<file path="config.mk">
export PLATFORM = sky130hd
export DESIGN_NAME = ipb_divider
export DESIGN_NICKNAME = d
export VERILOG_FILES = /design/src/hw/rtl/intersection_pollutant_balance_unit_assert.svh /design/src/hw/rtl/ipb_pkg.sv /design/src/hw/rtl/ipb_divider.sv
export SDC_FILE = /design/constraint.sdc
export NUM_CORES = 2
export LEC_CHECK = 0
export BUFFER_PORTS_ARGS = -buffer_cell sky130_fd_sc_hd__buf_2
export CORE_MARGIN = 2
export CORE_UTILIZATION = 40
export DETAILED_ROUTE_END_ITERATION = 10
export PLACE_DENSITY_LB_ADDON = 0.1
export SLEW_MARGIN = 20
export SYNTH_ARGS = -nofsm -noshare
export SYNTH_HDL_FRONTEND = slang
export SYNTH_SLANG_ARGS = --single-unit
export TNS_END_PERCENT = 30
</file>
<file path="constraint.sdc">
create_clock -name clk_i -period 13 [get_ports clk_i]
set_clock_uncertainty 0.15 [all_clocks]
set_input_delay 1.3 -clock clk_i [delete_from_list [all_inputs] [get_ports clk_i]]
set_output_delay 1.3 -clock clk_i [all_outputs]
set_load 0.05 [all_outputs]
</file>
<file path="src/hw/rtl/intersection_pollutant_balance_unit_assert.svh">
// Assertion macros for the intersection pollutant balance unit.
// Expects clk_i and rst_ni in the scope of the module that includes it.
`ifndef INTERSECTION_POLLUTANT_BALANCE_UNIT_ASSERT_SVH
`define INTERSECTION_POLLUTANT_BALANCE_UNIT_ASSERT_SVH

// Same-cycle implication
`define IPB_ASSERT_SAME(lbl, ante, cons, msg) \
  lbl: assert property (@(posedge clk_i) disable iff (!rst_ni) (ante) |-> (cons)) \
    else $error(msg);

// Next-cycle implication
`define IPB_ASSERT_NEXT(lbl, ante, cons, msg) \
  lbl: assert property (@(posedge clk_i) disable iff (!rst_ni) (ante) |=> (cons)) \
    else $error(msg);

`endif

</file>
<file path="src/hw/rtl/ipb_pkg.sv">
// Shared constants, types and saturating helpers of the pollutant balance unit.
// No dependencies.
package ipb_pkg;

  localparam int MAX_STREETS_DEF  = 8;
  localparam int STREET_COUNT_DEF = 1024;

  localparam int QW     = 48;
  localparam int CONC_W = 31;
  localparam int FLUX_W = 32;
  localparam int SIDX_W = 10;
  localparam int ACT_W  = 3;
  localparam int SLOT_W = 4;
  localparam int CAT_W  = 2;
  localparam int CNT_W  = 4;
  localparam int MUL_W  = 32;

  localparam logic [CONC_W-1:0] MIN_FLUX_RST = 31'd655360;

  localparam logic [ACT_W-1:0] ACT_CLEAR  = 3'd0;
  localparam logic [ACT_W-1:0] ACT_SLOT   = 3'd1;
  localparam logic [ACT_W-1:0] ACT_FLUX   = 3'd2;
  localparam logic [ACT_W-1:0] ACT_FINISH = 3'd3;
  localparam logic [ACT_W-1:0] ACT_READ   = 3'd4;

  typedef logic signed [QW-1:0] q48_t;

  localparam q48_t SAT_HI = {1'b0, {(QW-1){1'b1}}};
  localparam q48_t SAT_LO = {1'b1, {(QW-1){1'b0}}};

  typedef struct packed {
    logic             start;
    logic [MUL_W-1:0] mul;
    q48_t             num;
    q48_t             den;
  } div_req_t;

  function automatic q48_t sat_add(q48_t a, q48_t b);
    logic signed [QW:0] s;
    s = {a[QW-1], a} + {b[QW-1], b};
    if (s[QW] != s[QW-1]) return s[QW] ? SAT_LO : SAT_HI;
    return s[QW-1:0];
  endfunction

  function automatic q48_t sat_sub(q48_t a, q48_t b);
    logic signed [QW:0] s;
    s = {a[QW-1], a} - {b[QW-1], b};
    if (s[QW] != s[QW-1]) return s[QW] ? SAT_LO : SAT_HI;
    return s[QW-1:0];
  endfunction

endpackage

</file>
<file path="src/hw/rtl/ipb_divider.sv">
// Multi-cycle unit: mul * num / den, truncated toward zero, saturated to 48 bits.
// Two partial products, then one quotient bit per cycle. Uses ipb_pkg.
module ipb_divider import ipb_pkg::*; (
  input  logic     clk_i,
  input  logic     rst_ni,
  input  div_req_t req_i,
  output logic     busy_o,
  output logic     done_o,
  output q48_t     quot_o
);

  localparam int NW = MUL_W + QW;
  localparam int KW = $clog2(QW);

  localparam logic [2:0] D_IDLE = 3'd0;
  localparam logic [2:0] D_MLO  = 3'd1;
  localparam logic [2:0] D_MHI  = 3'd2;
  localparam logic [2:0] D_CHK  = 3'd3;
  localparam logic [2:0] D_LOOP = 3'd4;
  localparam logic [2:0] D_OUT  = 3'd5;

  logic [2:0]       st_q;
  logic [KW-1:0]    cnt_q;
  logic             done_q;
  logic [MUL_W-1:0] a_q;
  logic [QW-1:0]    av_q, ap_q, rem_q, quo_q;
  logic             neg_q, ovf_q;
  logic [NW-1:0]    n_q;
  q48_t             quot_q;

  logic [2*MUL_W-1:0] p_lo;
  logic [QW-1:0]      p_hi;
  logic [QW:0]        rem_sh;
  logic               take;
  logic               big;

  assign p_lo   = a_q * av_q[MUL_W-1:0];
  assign p_hi   = a_q * av_q[QW-1:MUL_W];
  assign rem_sh = {rem_q, n_q[QW-1]};
  assign take   = rem_sh >= {1'b0, ap_q};
  assign big    = ovf_q | quo_q[QW-1];

  always_ff @(posedge clk_i or negedge rst_ni) begin
    if (!rst_ni) begin
      st_q   <= D_IDLE;
      cnt_q  <= '0;
      done_q <= 1'b0;
    end else begin
      done_q <= 1'b0;
      case (st_q)
        D_IDLE: begin
          if (req_i.start) st_q <= D_MLO;
        end
        D_MLO: st_q <= D_MHI;
        D_MHI: st_q <= D_CHK;
        D_CHK: begin
          st_q  <= D_LOOP;
          cnt_q <= KW'(QW - 1);
        end
        D_LOOP: begin
          cnt_q <= cnt_q - 1'b1;
          if (cnt_q == '0) st_q <= D_OUT;
        end
        D_OUT: begin
          st_q   <= D_IDLE;
          done_q <= 1'b1;
        end
        default: st_q <= D_IDLE;
      endcase
    end
  end

  always_ff @(posedge clk_i) begin
    case (st_q)
      D_IDLE: begin
        a_q   <= req_i.mul;
        av_q  <= req_i.num[QW-1] ? (~req_i.num + 1'b1) : req_i.num;
        ap_q  <= req_i.den[QW-1] ? (~req_i.den + 1'b1) : req_i.den;
        neg_q <= req_i.num[QW-1] ^ req_i.den[QW-1];
      end
      D_MLO: n_q <= NW'(p_lo);
      D_MHI: n_q <= n_q + {p_hi, {MUL_W{1'b0}}};
      D_CHK: begin
        ovf_q <= QW'(n_q[NW-1:QW]) >= ap_q;
        rem_q <= QW'(n_q[NW-1:QW]);
        quo_q <= '0;
      end
      D_LOOP: begin
        rem_q <= take ? QW'(rem_sh - {1'b0, ap_q}) : rem_sh[QW-1:0];
        quo_q <= {quo_q[QW-2:0], take};
        n_q   <= n_q << 1;
      end
      D_OUT: begin
        if (neg_q) quot_q <= big ? SAT_LO : q48_t'(~quo_q + 1'b1);
        else       quot_q <= big ? SAT_HI : q48_t'(quo_q);
      end
      default: ;
    endcase
  end

  assign busy_o = st_q != D_IDLE;
  assign done_o = done_q;
  assign quot_o = quot_q;

endmodule

</file>
==> impl_metrics.csv <==
group,metric,value,unit
yosys,synth_top_family_by_area,"adder cells",
yosys,netlist_area,71900,um^2
yosys,synthAdderAreaFrac,0.456,
critical_path,crit_arrival,10.12,ns
final_layout,mostFrequentLayoutCells,"1542 x inv_1, 1410 x nand2_1, 1316 x fa_1, 515 x ha_1, 410 x and2_1",
clock_network,clock_latency,0.71,ns
final_layout,n_fill_cell,17800,
timing,tightestPinTransition,1.06,ns
die,initial_core_util,0.403,
placement,post-dp-hpwl,170000,um
yosys,ys.flop_type,"edfxtp_1",
clock_network,clock_path_buffers,3,
final_layout,seqCellArea,10900,um^2
clock_network,cts_made_buffers,51,
yosys,synth_mux_area_frac,0.00298,
die,die_h,428,um
job,cap_violations,0,
placement,gp_congestion,0.893,
critical_path,crit_top_cell,"fa_1",
critical_path,critPathLaunchType,"flip-flop",
route,drt.antenna.violating_nets,0,
grt,grt_max_degree,82,
yosys,synthSimpleGateAreaFrac,0.159,
clock_network,cts_max_level,2,
grt,grt_overflow,0,
route,finalWirelength,218000,um
yosys,syn-instance-count,8010,
critical_path,criticalPathCategory,"flip-flop to flip-flop",
timing,rsz0062_at_grt,"no",
final_layout,final_nets,9874,
die,die_area,183000,um^2
timing,fin_setup_tns,0,ns
yosys,synth_edf_count,354,
timing,relSlewSlack,0.295,
yosys,synth-xor-area-share,0.0366,
clock_network,cts_resized,0,
yosys,syn_area_per_cell,8.97,um^2
route,drtPass1Iterations,7,
final_layout,multi_input_area,53500,um^2
grt,grt_pass1_wl,343000,um
final_layout,area_delta_synth_final,6.91,%
final_layout,fin_area,76800,um^2
critical_path,crit_required,13.26,ns
timing,timing.final.max_slew_violations,0,
grt,antenna_found_initial,10,
placement,io_buffer_count,180,
route,wl_per_cell,21.1,um
clock_network,post_cts_buffers,0,
final_layout,mostFrequentLayoutCell,"inv_1",
clock_network,cts_tree,"yes",
yosys,synth.net_count,9972,
grt,grt_use_total,0.240,
die,io_pins,181,
yosys,synth_compound_area_frac,0.0891,
clock_network,cts.sinks,364,
yosys,async_reset_ff_frac,0.0275,
critical_path,cp-end-kind,"flip-flop",
yosys,yosysSeqAreaShare,0.151,
critical_path,crit_fanout,48,
clock_network,cts-hold-fix-buffers,0,
timing,period_share,0.759,
timing,min_period,9.86,ns
final_layout,drive_gt1_frac,0.0551,
placement,placed_area,75000,um^2
route,vias,54700,
timing,fmax,101,MHz
run_status,status,"completed",
clock_network,clkSlewWorstSetupHoldPaths,0.06,ns
route,drt_iter0_markers,3683,
die,core,178000,um^2
critical_path,critPathMaxStageDelay,0.71,ns
hold_path,hp-class,"input pin to asynchronous set/reset pin",
timing,hold_viol,0,
timing,setup_viol,0,
die,rows,155,
yosys,yosysWarnings,0,
critical_path,critPathSlowestCell,"o21ai_0",
grt,grt_pass1_vias,57500,
route,drcViolationCount,0,
route,vias_per_cell,5.30,
clock_network,clock-root-buffer,"clkbuf_16",
yosys,ys_types,80,
yosys,ys_ff_latch,364,
die,die_w,428,um
-- Yosys cell counts (all sizes together), types with 129 or more instances --
library cell  number  area, um^2
o21ai            278        1400
fa              1316       26300
a21oi            270        1350
nor2             206         773
a21o             129         968
ha               515        6440
nand2           1413        5300
clkbuf           441        1660
edfxtp           354       10600
xnor2            200        1750
and2             411        2570
inv             1542        5790
-- state kept, by name (all words and copies together), names as in the netlist --
register	flops
a_q	32
done_o	1
ap_q	48
cnt_q	6
quot_o	48
ovf_q	1
st_q	3
rem_q	48
quo_q	48
av_q	48
neg_q	1
n_q	80
-- routing by layer --
layer / vias up / share of wire / GRT usage
li1: 24800 / - / -
met1: 28300 / 0.43 / 0.320
met2: 1350 / 0.49 / 0.409
met3: 302 / 0.042 / 0.0212
met4: 0 / 0.039 / 0.0831
met5: - / 0 / 0
-- per-stage QoR --
stage                util  worst slack, ns  hold WS (ns)  instances
finish              0.431             3.14         0.313      10300
global route        0.431             2.55         0.285      10300
CTS                 0.431             3.19         0.249      10300
detailed placement  0.421             3.21         0.339      10200
global placement    0.420             3.08         0.342      10200
floorplan               -             4.15         0.308       8010
-- final timing paths --
check                      startpoint  endpoint  slack [ns]  depth (start not counted)
max                            a_q[8]   n_q[79]        3.14                         31
min                            rst_ni  cnt_q[5]        0.31                          1
max reg2reg                    a_q[8]   n_q[79]        3.14                         31
min reg2reg                  cnt_q[0]  cnt_q[0]        0.36                          1
max in group asynchronous      rst_ni   st_q[2]       12.18                          1
min in group clk_i           cnt_q[0]  cnt_q[0]        0.36                          1
-- cell families (layout without fill, tap and decap cells) --
group | after synthesis | in the layout
AND/OR/NAND/NOR | 2475 | 2475
buffers and inverters | 2000 | 1944
adder cells (fa/ha/maj) | 1831 | 1831
AO/OA/AOI/OAI | 1019 | 1019
flip-flops | 364 | 364
XOR/XNOR | 300 | 300
multiplexers | 21 | 21
other | 0 | 1
-- cell type report --
| class | instances | area share |
|---|---|---|
| Sequential cell | 364 | 0.142 |
| Tap cell | 2355 | 0.0383 |
| Timing Repair Buffer | 307 | 0.0247 |
| Antenna cell | 1 | 0.0000326 |
| Clock inverter | 33 | 0.00578 |
| Clock buffer | 62 | 0.0175 |
| Multi-Input combinational cell | 5646 | 0.697 |
| Inverter | 1542 | 0.0753 |
-- worst max-delay path, delay by kind of cell, from the launching register on --
kind	cells	cell delay, ns
adder cells (fa/ha/maj)	8	3.49
AO/OA/AOI/OAI	10	3.40
AND/OR/NAND/NOR	7	1.10
buffers and inverters	4	0.77
flip-flops	1	0.32
XOR/XNOR	2	0.30
Power is left out: the tool's default activity adds up to more than one toggle a clock period on the data nets, which glitch-free logic cannot reach.
